**src/sv/urs_pkg.sv**
```systemverilog
// Shared types and constants for the ultrasonic range sequencer.
// No dependencies; used by the core and its checker.
package urs_pkg;

    localparam int PRE_W   = 10;
    localparam int MS_W    = 16;
    localparam int TMR_W   = 17;
    localparam int DIST_W  = 14;
    localparam int REM_W   = 9;
    localparam int CFG_W   = 16;
    localparam int CIDX_W  = 3;

    localparam logic [PRE_W-1:0]  TICKS_PER_MS    = 10'd1000;
    localparam logic [DIST_W-1:0] OUT_OF_RANGE_Q4 = 14'd15984;

    // distance_q4 = floor((t * 80 + 145) / 291), kept as a running quotient
    localparam logic [REM_W:0]   Q_STEP   = 10'd80;
    localparam logic [REM_W:0]   Q_DIV    = 10'd291;
    localparam logic [REM_W-1:0] Q_ROUND  = 9'd145;

    localparam logic [CFG_W-1:0] RST_INTERVAL_MS  = 16'd60;
    localparam logic [7:0]       RST_PULSE_US     = 8'd10;
    localparam logic [CFG_W-1:0] RST_START_TO_US  = 16'd50000;
    localparam logic [CFG_W-1:0] RST_END_TO_US    = 16'd30000;
    localparam logic [9:0]       RST_THRESHOLD_CM = 10'd50;

    typedef enum logic [CIDX_W-1:0] {
        CFG_INTERVAL_MS  = 3'd0,
        CFG_PULSE_US     = 3'd1,
        CFG_START_TO_US  = 3'd2,
        CFG_END_TO_US    = 3'd3,
        CFG_THRESHOLD_CM = 3'd4
    } cfg_idx_t;

    typedef enum logic [1:0] {
        PH_IDLE = 2'd0,
        PH_TRIG = 2'd1,
        PH_WAIT = 2'd2,
        PH_MEAS = 2'd3
    } phase_t;

    typedef enum logic [1:0] {
        EV_NONE     = 2'd0,
        EV_MEASURED = 2'd1,
        EV_NO_ECHO  = 2'd2,
        EV_TOO_LONG = 2'd3
    } event_t;

endpackage

```
**src/sv/ultrasonic_range_sequencer_core.sv**
```systemverilog
// Ultrasonic ranging controller core: trigger sequencing, echo timing, Q4 distance.
// Depends on urs_pkg.
//
// Usage:
//   Input channel (in_valid / in_stall / echo_level): one beat per microsecond
//   tick carrying the sampled echo pin level.
//   Output channel (out_valid / out_stall / trig_level, distance_q4, obstacle,
//   event_code): exactly one beat per input beat, in order.
//   Config port (cfg_we / cfg_index / cfg_data): writes a register when cfg_we is high;
//   unknown indexes are ignored. Write only while the block is idle.
// Output: a result beat is registered and appears in the cycle after its input beat is taken.
// Throughput: one tick per cycle while in_stall is low; phase, timers and the
// running distance quotient all update together on each accepted tick, the
// distance by one add and compare per tick instead of a divide.
// Reset: phase idle, all timers zero, distance 999 cm (15984), trigger low,
// registers at their default values, output register empty.
// Stall: the output register holds its beat while out_stall is high; in_stall
// rises only when that register is full and stalled, so a new tick is taken
// in the same cycle the held beat leaves.
module ultrasonic_range_sequencer_core
(
    input  logic                        clk,
    input  logic                        rst_n,
    input  logic                        in_valid,
    output logic                        in_stall,
    input  logic                        echo_level,
    output logic                        out_valid,
    input  logic                        out_stall,
    output logic                        trig_level,
    output logic [urs_pkg::DIST_W-1:0]  distance_q4,
    output logic                        obstacle,
    output logic [1:0]                  event_code,
    input  logic                        cfg_we,
    input  logic [urs_pkg::CIDX_W-1:0]  cfg_index,
    input  logic [urs_pkg::CFG_W-1:0]   cfg_data
);

    logic [urs_pkg::CFG_W-1:0]   interval_ms_reg;
    logic [7:0]                  pulse_us_reg;
    logic [urs_pkg::CFG_W-1:0]   start_to_reg;
    logic [urs_pkg::CFG_W-1:0]   end_to_reg;
    logic [9:0]                  threshold_reg;

    urs_pkg::phase_t             phase_reg, phase_next;
    logic [urs_pkg::PRE_W-1:0]   prescale_reg, prescale_next;
    logic [urs_pkg::MS_W-1:0]    ms_reg, ms_next;
    logic [urs_pkg::TMR_W-1:0]   timer_reg, timer_next;
    logic [urs_pkg::DIST_W-1:0]  dist_reg, dist_next;
    logic                        trig_reg, trig_next;
    logic [urs_pkg::DIST_W-1:0]  quot_reg, quot_next;
    logic [urs_pkg::REM_W-1:0]   rem_reg, rem_next;
    urs_pkg::event_t             event_next;

    logic                        out_valid_reg;
    logic                        out_trig_reg;
    logic [urs_pkg::DIST_W-1:0]  out_dist_reg;
    logic                        out_obst_reg;
    urs_pkg::event_t             out_event_reg;

    logic                        in_accept;
    logic [urs_pkg::PRE_W-1:0]   pre_inc;
    logic                        ms_tick;
    logic [urs_pkg::PRE_W-1:0]   pre_adv;
    logic [urs_pkg::MS_W-1:0]    ms_adv;
    logic [urs_pkg::TMR_W-1:0]   timer_adv;
    logic [urs_pkg::REM_W:0]     rem_sum;
    logic                        rem_carry;
    logic [urs_pkg::REM_W:0]     rem_wrap;
    logic [urs_pkg::REM_W-1:0]   rem_adv;
    logic [urs_pkg::DIST_W-1:0]  quot_adv;
    logic                        obst_next;

    assign in_stall  = out_valid_reg & out_stall;
    assign in_accept = in_valid & ~in_stall;

    // free-running counters, advanced before the phase logic
    always_comb
    begin
        pre_inc   = prescale_reg + 1'b1;
        ms_tick   = (pre_inc >= urs_pkg::TICKS_PER_MS);
        pre_adv   = ms_tick ? '0 : pre_inc;
        ms_adv    = (ms_tick && (ms_reg != '1)) ? ms_reg + 1'b1 : ms_reg;
        timer_adv = (timer_reg != '1) ? timer_reg + 1'b1 : timer_reg;
        rem_sum   = {1'b0, rem_reg} + urs_pkg::Q_STEP;
        rem_carry = (rem_sum >= urs_pkg::Q_DIV);
        rem_wrap  = rem_carry ? rem_sum - urs_pkg::Q_DIV : rem_sum;
        rem_adv   = rem_wrap[urs_pkg::REM_W-1:0];
        quot_adv  = (rem_carry && (quot_reg != '1)) ? quot_reg + 1'b1 : quot_reg;
    end

    always_comb
    begin
        phase_next    = phase_reg;
        prescale_next = pre_adv;
        ms_next       = ms_adv;
        timer_next    = timer_adv;
        dist_next     = dist_reg;
        trig_next     = trig_reg;
        quot_next     = quot_reg;
        rem_next      = rem_reg;
        event_next    = urs_pkg::EV_NONE;
        case (phase_reg)
            urs_pkg::PH_IDLE:
            begin
                if (ms_adv >= interval_ms_reg)
                begin
                    ms_next       = '0;
                    prescale_next = '0;
                    timer_next    = '0;
                    trig_next     = 1'b1;
                    phase_next    = urs_pkg::PH_TRIG;
                end
            end
            urs_pkg::PH_TRIG:
            begin
                if (timer_adv >= {{(urs_pkg::TMR_W-8){1'b0}}, pulse_us_reg})
                begin
                    trig_next  = 1'b0;
                    phase_next = urs_pkg::PH_WAIT;
                end
            end
            urs_pkg::PH_WAIT:
            begin
                if (echo_level)
                begin
                    timer_next = '0;
                    quot_next  = '0;
                    rem_next   = urs_pkg::Q_ROUND;
                    phase_next = urs_pkg::PH_MEAS;
                end
                else if (timer_adv > {1'b0, start_to_reg})
                begin
                    phase_next = urs_pkg::PH_IDLE;
                    event_next = urs_pkg::EV_NO_ECHO;
                end
            end
            urs_pkg::PH_MEAS:
            begin
                quot_next = quot_adv;
                rem_next  = rem_adv;
                if (!echo_level)
                begin
                    dist_next  = quot_adv;
                    phase_next = urs_pkg::PH_IDLE;
                    event_next = urs_pkg::EV_MEASURED;
                end
                else if (timer_adv > {1'b0, end_to_reg})
                begin
                    dist_next  = urs_pkg::OUT_OF_RANGE_Q4;
                    phase_next = urs_pkg::PH_IDLE;
                    event_next = urs_pkg::EV_TOO_LONG;
                end
            end
            default:
            begin
                phase_next = urs_pkg::PH_IDLE;
            end
        endcase
        obst_next = (dist_next != '0) && (dist_next < {threshold_reg, 4'b0000});
    end

    always_ff @(posedge clk or negedge rst_n)
    begin
        if (!rst_n)
        begin
            interval_ms_reg <= urs_pkg::RST_INTERVAL_MS;
            pulse_us_reg    <= urs_pkg::RST_PULSE_US;
            start_to_reg    <= urs_pkg::RST_START_TO_US;
            end_to_reg      <= urs_pkg::RST_END_TO_US;
            threshold_reg   <= urs_pkg::RST_THRESHOLD_CM;
        end
        else if (cfg_we)
        begin
            case (cfg_index)
                urs_pkg::CFG_INTERVAL_MS:  interval_ms_reg <= cfg_data;
                urs_pkg::CFG_PULSE_US:     pulse_us_reg    <= cfg_data[7:0];
                urs_pkg::CFG_START_TO_US:  start_to_reg    <= cfg_data;
                urs_pkg::CFG_END_TO_US:    end_to_reg      <= cfg_data;
                urs_pkg::CFG_THRESHOLD_CM: threshold_reg   <= cfg_data[9:0];
                default: ;
            endcase
        end
    end

    always_ff @(posedge clk or negedge rst_n)
    begin
        if (!rst_n)
        begin
            phase_reg    <= urs_pkg::PH_IDLE;
            prescale_reg <= '0;
            ms_reg       <= '0;
            timer_reg    <= '0;
            dist_reg     <= urs_pkg::OUT_OF_RANGE_Q4;
            trig_reg     <= 1'b0;
            quot_reg     <= '0;
            rem_reg      <= urs_pkg::Q_ROUND;
        end
        else if (in_accept)
        begin
            phase_reg    <= phase_next;
            prescale_reg <= prescale_next;
            ms_reg       <= ms_next;
            timer_reg    <= timer_next;
            dist_reg     <= dist_next;
            trig_reg     <= trig_next;
            quot_reg     <= quot_next;
            rem_reg      <= rem_next;
        end
    end

    always_ff @(posedge clk or negedge rst_n)
    begin
        if (!rst_n)
        begin
            out_valid_reg <= 1'b0;
        end
        else if (in_accept)
        begin
            out_valid_reg <= 1'b1;
        end
        else if (!out_stall)
        begin
            out_valid_reg <= 1'b0;
        end
    end

    always_ff @(posedge clk)
    begin
        if (in_accept)
        begin
            out_trig_reg  <= trig_next;
            out_dist_reg  <= dist_next;
            out_obst_reg  <= obst_next;
            out_event_reg <= event_next;
        end
    end

    assign out_valid   = out_valid_reg;
    assign trig_level  = out_trig_reg;
    assign distance_q4 = out_dist_reg;
    assign obstacle    = out_obst_reg;
    assign event_code  = out_event_reg;

endmodule

```
**config.mk**
```make
export PLATFORM = sky130hd
export DESIGN_NAME = ultrasonic_range_sequencer_core
export DESIGN_NICKNAME = d
export VERILOG_FILES = /design/src/sv/urs_pkg.sv /design/src/sv/ultrasonic_range_sequencer_core.sv
export SDC_FILE = /design/constraint.sdc
export NUM_CORES = 1
export LEC_CHECK = 0
export BUFFER_PORTS_ARGS = -buffer_cell sky130_fd_sc_hd__buf_2
export CELL_PAD_IN_SITES_DETAIL_PLACEMENT = 0
export CELL_PAD_IN_SITES_GLOBAL_PLACEMENT = 2
export CORE_MARGIN = 5
export CORE_UTILIZATION = 43
export CTS_CLUSTER_DIAMETER = 150
export DETAILED_ROUTE_END_ITERATION = 8
export PLACE_DENSITY = 0.84
export SLEW_MARGIN = 15
export SYNTH_ARGS = -nofsm -noshare
export SYNTH_HDL_FRONTEND = slang
export SYNTH_SLANG_ARGS = --single-unit
export TNS_END_PERCENT = 30
```
**constraint.sdc**
```tcl
create_clock -name clk -period 11.5 [get_ports clk]
set_clock_uncertainty 0.1 [all_clocks]
set_input_delay 0.575 -clock clk [delete_from_list [all_inputs] [get_ports clk]]
set_output_delay 0.575 -clock clk [all_outputs]
set_load 0.1 [all_outputs]
```
== Word level (Yosys, flattened, before mapping) ==
Cells that the tools add are included.
Widths: inputs -> output; s select.

* Add/subtract/negate cells: 6
* Magnitude comparators: 7
* Equal/unequal tests: 16
* Multiplexer cells: 36
* Bitwise gates (word level): 3
* Reductions and logical operators: 14

{| class="wikitable"
|+ Operator list
! kind !! count
|-
| $mux 14 || 5
|-
| $mux 17 || 3
|-
| $mux 16 || 3
|-
| $gt 17x16->1 || 2
|-
| $pmux 17 s2 || 1
|-
| $mux 10 || 3
|-
| $pmux 14 s2 || 1
|-
| $mux 2 || 10
|-
| $mux 9 || 2
|-
| $pmux 9 s2 || 1
|-
| $add 17x1->17 const B || 1
|-
| $ge 17x8->1 || 1
|-
| $ne 17x17->1 const B || 1
|-
| $add 16x1->16 const B || 1
|-
| $ge 16x16->1 || 1
|-
| $ne 16x16->1 const B || 1
|-
| $add 14x1->14 const B || 1
|-
| $lt 14x14->1 || 1
|-
| $ne 14x14->1 const B || 1
|-
| $reduce_bool 14->1 || 1
|-
| $add 10x1->10 const B || 1
|-
| $add 9x7->10 const B || 1
|-
| $ge 10x10->1 const B || 1
|-
| $ge 10x9->1 const B || 1
|-
| 22 further kinds || 37
|}

* Register bits after elaboration: 168
* Input port bits: 25
* Output and inout bits: 20
* Word-level logic and storage cells: 100

== Logic depth before layout (Yosys ltp) ==
* Depth after elaboration: 8
* Gate-level depth with buffers: 23
* Gate-level depth less buffers: 23

== Least setup slack after synthesis ==
No wires, ideal clock.

* Path type: flip-flop to flip-flop
* From: reg timer_reg[2] (netlist bit)
* To: reg out_obst_reg (netlist: obstacle), data pin
* Library setup time: 0.152 ns
* Arrival time: 5.103 ns
* Required time: 11.248 ns
* Setup slack: 6.145 ns
* Stages on the path, launching flop included: 24
* Buffers on the path: 1
* Period minus slack after synthesis: 5.355 ns
* Path through: dfrtp_1 buf_2 nand4_1 or2_2 o31ai_1 o21ai_0 o21ai_0 ha_1 a211oi_1 nor2_1 a2111oi_0 a21oi_1 o21ai_2 inv_2 a2bb2oi_1 ha_1 a21o_1 a21o_1 a21o_1 a21o_1 a21o_1 a21o_1 a221o_1 a31oi_1

* Word-level cells in the longest chain between the ends: 8
* Elaborated cells between the ends (all ways): 10
* Classes of those cells: add/sub (1); order compare (2); eq/ne (1); mux (4); reduce/logical (2)

{| class="wikitable"
|+ Ends and longest elaborated chain
! element !! line !! text
|-
| from (decl) || ultrasonic_range_sequencer_core.sv:47 || <nowiki>logic [urs_pkg::TMR_W-1:0] timer_reg, timer_next;</nowiki>
|-
| from (signal assigned) || ultrasonic_range_sequencer_core.sv:203 || <nowiki>timer_reg <= timer_next;</nowiki>
|-
| $add 17x1->17 or $ne 17x17->1 (tied branches) || ultrasonic_range_sequencer_core.sv:83 || <nowiki>timer_adv = (timer_reg != '1) ? timer_reg + 1'b1 : timer_reg;</nowiki>
|-
| $mux 17 * || ultrasonic_range_sequencer_core.sv:83 ||
|-
| $gt 17x16->1 * || ultrasonic_range_sequencer_core.sv:147 || <nowiki>else if (timer_adv > {1'b0, end_to_reg})</nowiki>
|-
| $mux 14 * || ultrasonic_range_sequencer_core.sv:147 ||
|-
| $mux 14 * || ultrasonic_range_sequencer_core.sv:141 || <nowiki>if (!echo_level)</nowiki>
|-
| $mux 14 * || ultrasonic_range_sequencer_core.sv:102 || <nowiki>case (phase_reg)</nowiki>
|-
| net dist_next, one bit || ultrasonic_range_sequencer_core.sv:48 || <nowiki>logic [urs_pkg::DIST_W-1:0] dist_reg, dist_next;</nowiki>
|-
| $lt 14x14->1 or $reduce_bool 14->1 (tied branches) || ultrasonic_range_sequencer_core.sv:159 || <nowiki>obst_next = (dist_next != '0) && (dist_next < {threshold_reg, 4'b0000});</nowiki>
|-
| $logic_and 1x1->1 * || ultrasonic_range_sequencer_core.sv:159 ||
|-
| net obst_next || ultrasonic_range_sequencer_core.sv:71 || <nowiki>logic obst_next;</nowiki>
|-
| to (signal assigned) || ultrasonic_range_sequencer_core.sv:233 || <nowiki>out_obst_reg <= obst_next;</nowiki>
|-
| to (decl) || ultrasonic_range_sequencer_core.sv:57 || <nowiki>logic out_obst_reg;</nowiki>
|}

Mark *: on every way through the listed nets, which the timed path passes. The rest lies on a longest branch.
A chain may end at the register's enable or synchronous reset.

== Final worst setup path ==
Ends and elaborated chain as after synthesis.

==> flow_summary.yaml <==
route:
  routedWlPerCell_microns: 18.5
  wl_microns: 27100
  viasPerCell: 5.63
  detail-route-antenna-nets: 0
  drc: 0
  vias: 8255
  firstDrtPassIters: 5
  drt_iter0_drc: 549
floorplan:
  floorplan.initialDensity: 0.437
  num_io_pins: 45
  core_area_sq_um: 23500
  fp.dieArea_sq_um: 27100
  die_h_microns: 164
  die_w_microns: 164
  num_rows: 56
layout:
  final_nets: 1234
  largest_register_ffs: 17
  diodes: 0
  seq_area_sq_um: 4340
  drive_gt1_frac: 0.153
  multi_input_area_sq_um: 5430
  syn2layout_area_growth_pct: 10.9
  fillCellCount: 2250
  fin_util: 0.485
power_and_ir_drop:
  p_leak_uw: 0.00507
  vdd_drop_max_mv: 0.124
  cellPowerDensity_nw_per_um2: 196
cts:
  cts_resized: 0
  cts_tree: "built"
  clk_pin_slew_ns: 0.08
  clkLatencyLatePin_ns: 0.44
  numCtsBuffers: 17
  htreeDepth: 4
  clockBufferDepth: 2
  cts.sinks: 168
  post_cts_buffers: 0
  root_buffer: "clkbuf_16"
  postCtsHoldBufs: 0
setup_path:
  cp.required_ns: 11.68
  reg2reg_depth: 22
  reg2reg_slack_ns: 5.17
  critPathLaunchType: "flop"
  r2r_end: "obstacle$_DFFE_PP_"
  reg2reg_from: "timer_reg[2]$_DFFE_PN0P_"
  cp.arrival_ns: 6.51
  criticalPathCategory: "reg -> reg"
  worstPathMaxFanout: 9
  cp-end-kind: "flop"
logic_synthesis:
  ys_types: 83
  synth_fp_nets: 1213
  syn_inst: 1114
  synth_top_area_frac: 0.285
  synth_top_area_cell: "dfrtp_1"
  synth_common_cells: "nand2_1 (151), dfrtp_1 (117), o21ai_0 (103), inv_1 (83), ha_1 (74)"
  seq_area_frac_synth: 0.422
  ys_warn_count: 0
  synth_area_per_cell_sq_um: 9.21
  synth-edff-count: 18
  synth.cell_area_sq_um: 10300
  synth.most_common_cell: "nand2_1"
  synthArstFlopShare: 0.893
  synth_flop_cell: "dfrtp_1"
  synth.area.top_cells: "dfrtp_1 (29%), ha_1 (9.0%), dfstp_2 (8.4%)"
  synth-seq-cells: 168
run:
  max-cap-violations: 0
global_route:
  met2_usage: 0.326
  busiest_layer: "met2"
  antenna_found_initial: 2
  grt_pass1_vias: 8041
  grt_overflow: 0
  grt_max_degree: 98
  grt_first_pass_wirelength_microns: 44100
  grt_use_met1: 0.303
  grt_use_total: 0.208
  grt_use_met3: 0.0255
sta:
  setup_tns_ns: 0
  worst-slew-pin-transition_ns: 1.06
  slew_violations: 0
  hold_viol: 0
  rsz0062_at_grt: "false"
  fin_crit_ns: 6.33
  fmax_ghz: 0.158
  setup-violations-final: 0
  finalCritPeriodShare: 0.550
  slew_headroom: 0.294
placed_design:
  io_buffers: 44
  dp_hpwl_microns: 19300
  gp_congestion: 0.870
status:
  status: "complete, no violations"
hold_path:
  worstHoldPathType: "in -> async"
==> cell type report <==
class / count / area share
Clock inverter: 13 / 0.0126
Inverter: 85 / 0.0280
Timing Repair Buffer: 51 / 0.0245
Multi-Input combinational cell: 812 / 0.477
Sequential cell: 168 / 0.381
Tap cell: 319 / 0.0351
Clock buffer: 19 / 0.0418
==> power breakdown <==
| part | leakage (uW) | internal (uW) | total [uW] | switching, uW |
|---|---|---|---|---|
| sequential | 0.00204 | 746 | 837 | 90.4 |
| clock | 0.000304 | 335 | 612 | 277 |
| combinational | 0.00272 | 272 | 786 | 514 |
==> layer usage <==
layer  wire [microns]  vias up
met5                0        -
met2            12500      139
met1            13300     4025
met3              866       29
met4              444        0
li1                 -     4062
==> worst max path at each step <==
stage | start | to | slack, ns | cells after the start
floorplan | timer_reg[2]$_DFFE_PN0P_ | obstacle$_DFFE_PP_ | 6.15 | 23
global placement | timer_reg[2]$_DFFE_PN0P_ | obstacle$_DFFE_PP_ | 5.38 | 22
detailed placement | timer_reg[2]$_DFFE_PN0P_ | obstacle$_DFFE_PP_ | 5.25 | 22
CTS | timer_reg[2]$_DFFE_PN0P_ | obstacle$_DFFE_PP_ | 5.21 | 22
global route | timer_reg[2]$_DFFE_PN0P_ | obstacle$_DFFE_PP_ | 4.67 | 22
finish | timer_reg[2]$_DFFE_PN0P_ | obstacle$_DFFE_PP_ | 5.17 | 22
==> critical path, cell delays in order (launching register included) <==
cell and delay, ns:
dfrtp_1 0.49, nand4_1 0.24, or2_2 0.39, o31ai_1 0.54
o21ai_0 0.20, o21ai_0 0.20, ha_1 0.33, a211oi_1 0.24
nor2_1 0.07, a2111oi_0 0.51, a21oi_1 0.32, o21ai_2 0.40
inv_2 0.17, a2bb2oi_1 0.21, ha_1 0.27, a21o_1 0.18
a21o_1 0.17, a21o_1 0.17, a21o_1 0.16, a21o_1 0.16
a21o_1 0.16, a221o_1 0.33, a31oi_1 0.14
==> metrics by stage <==
| step | area (sq um) | instances | setup slack, ns | power [uW] | hold WS (ns) |
|---|---|---|---|---|---|
| 6_report | 11400 | 1467 | 5.17 | 2230 | 0.0905 |
| 4_1_cts | 11400 | 1467 | 5.21 | 2260 | 0.166 |
| 3_5_place_dp | 10800 | 1435 | 5.25 | 1630 | 0.358 |
| 3_3_place_gp | 10800 | 1435 | 5.38 | 1620 | 0.347 |
| 5_1_grt | 11400 | 1467 | 4.67 | 2390 | 0.190 |
| 2_1_floorplan | 10300 | 1114 | 6.15 | 1420 | 0.179 |
==> layout by cell type (no fill, tap or decap), drive strengths merged, types with 6 or more instances in the layout <==
cell / n
o32ai: 6
xor2: 14
a21oi: 37
nor2: 54
and4: 7
nand3: 39
dfstp: 33
o21ai: 108
mux2: 28
nor4: 10
nor3: 29
or2: 6
o31ai: 10
dfrtp: 117
inv: 94
edfxtp: 18
nand2b: 12
a31oi: 17
a211oi: 7
or3: 6
mux2i: 7
a22o: 26
nand2: 153
nand4: 25
ha: 74
nor2b: 6
o22ai: 6
a21o: 29
clkbuf: 19
buf: 51
xnor2: 22
and3: 10
==> cells by family (layout without fill, tap and decap cells) <==
kind of cell / after synthesis / count (layout) / synth area share
flip-flops: 168 / 168 / 0.422
XOR/XNOR: 36 / 36 / 0.0307
AND/OR/NAND/NOR: 372 / 372 / 0.177
adder cells (fa/ha/maj): 74 / 74 / 0.0902
buffers and inverters: 134 / 168 / 0.0502
multiplexers: 35 / 35 / 0.0375
AO/OA/AOI/OAI: 295 / 295 / 0.192
(Power assumes the default switching activity.)
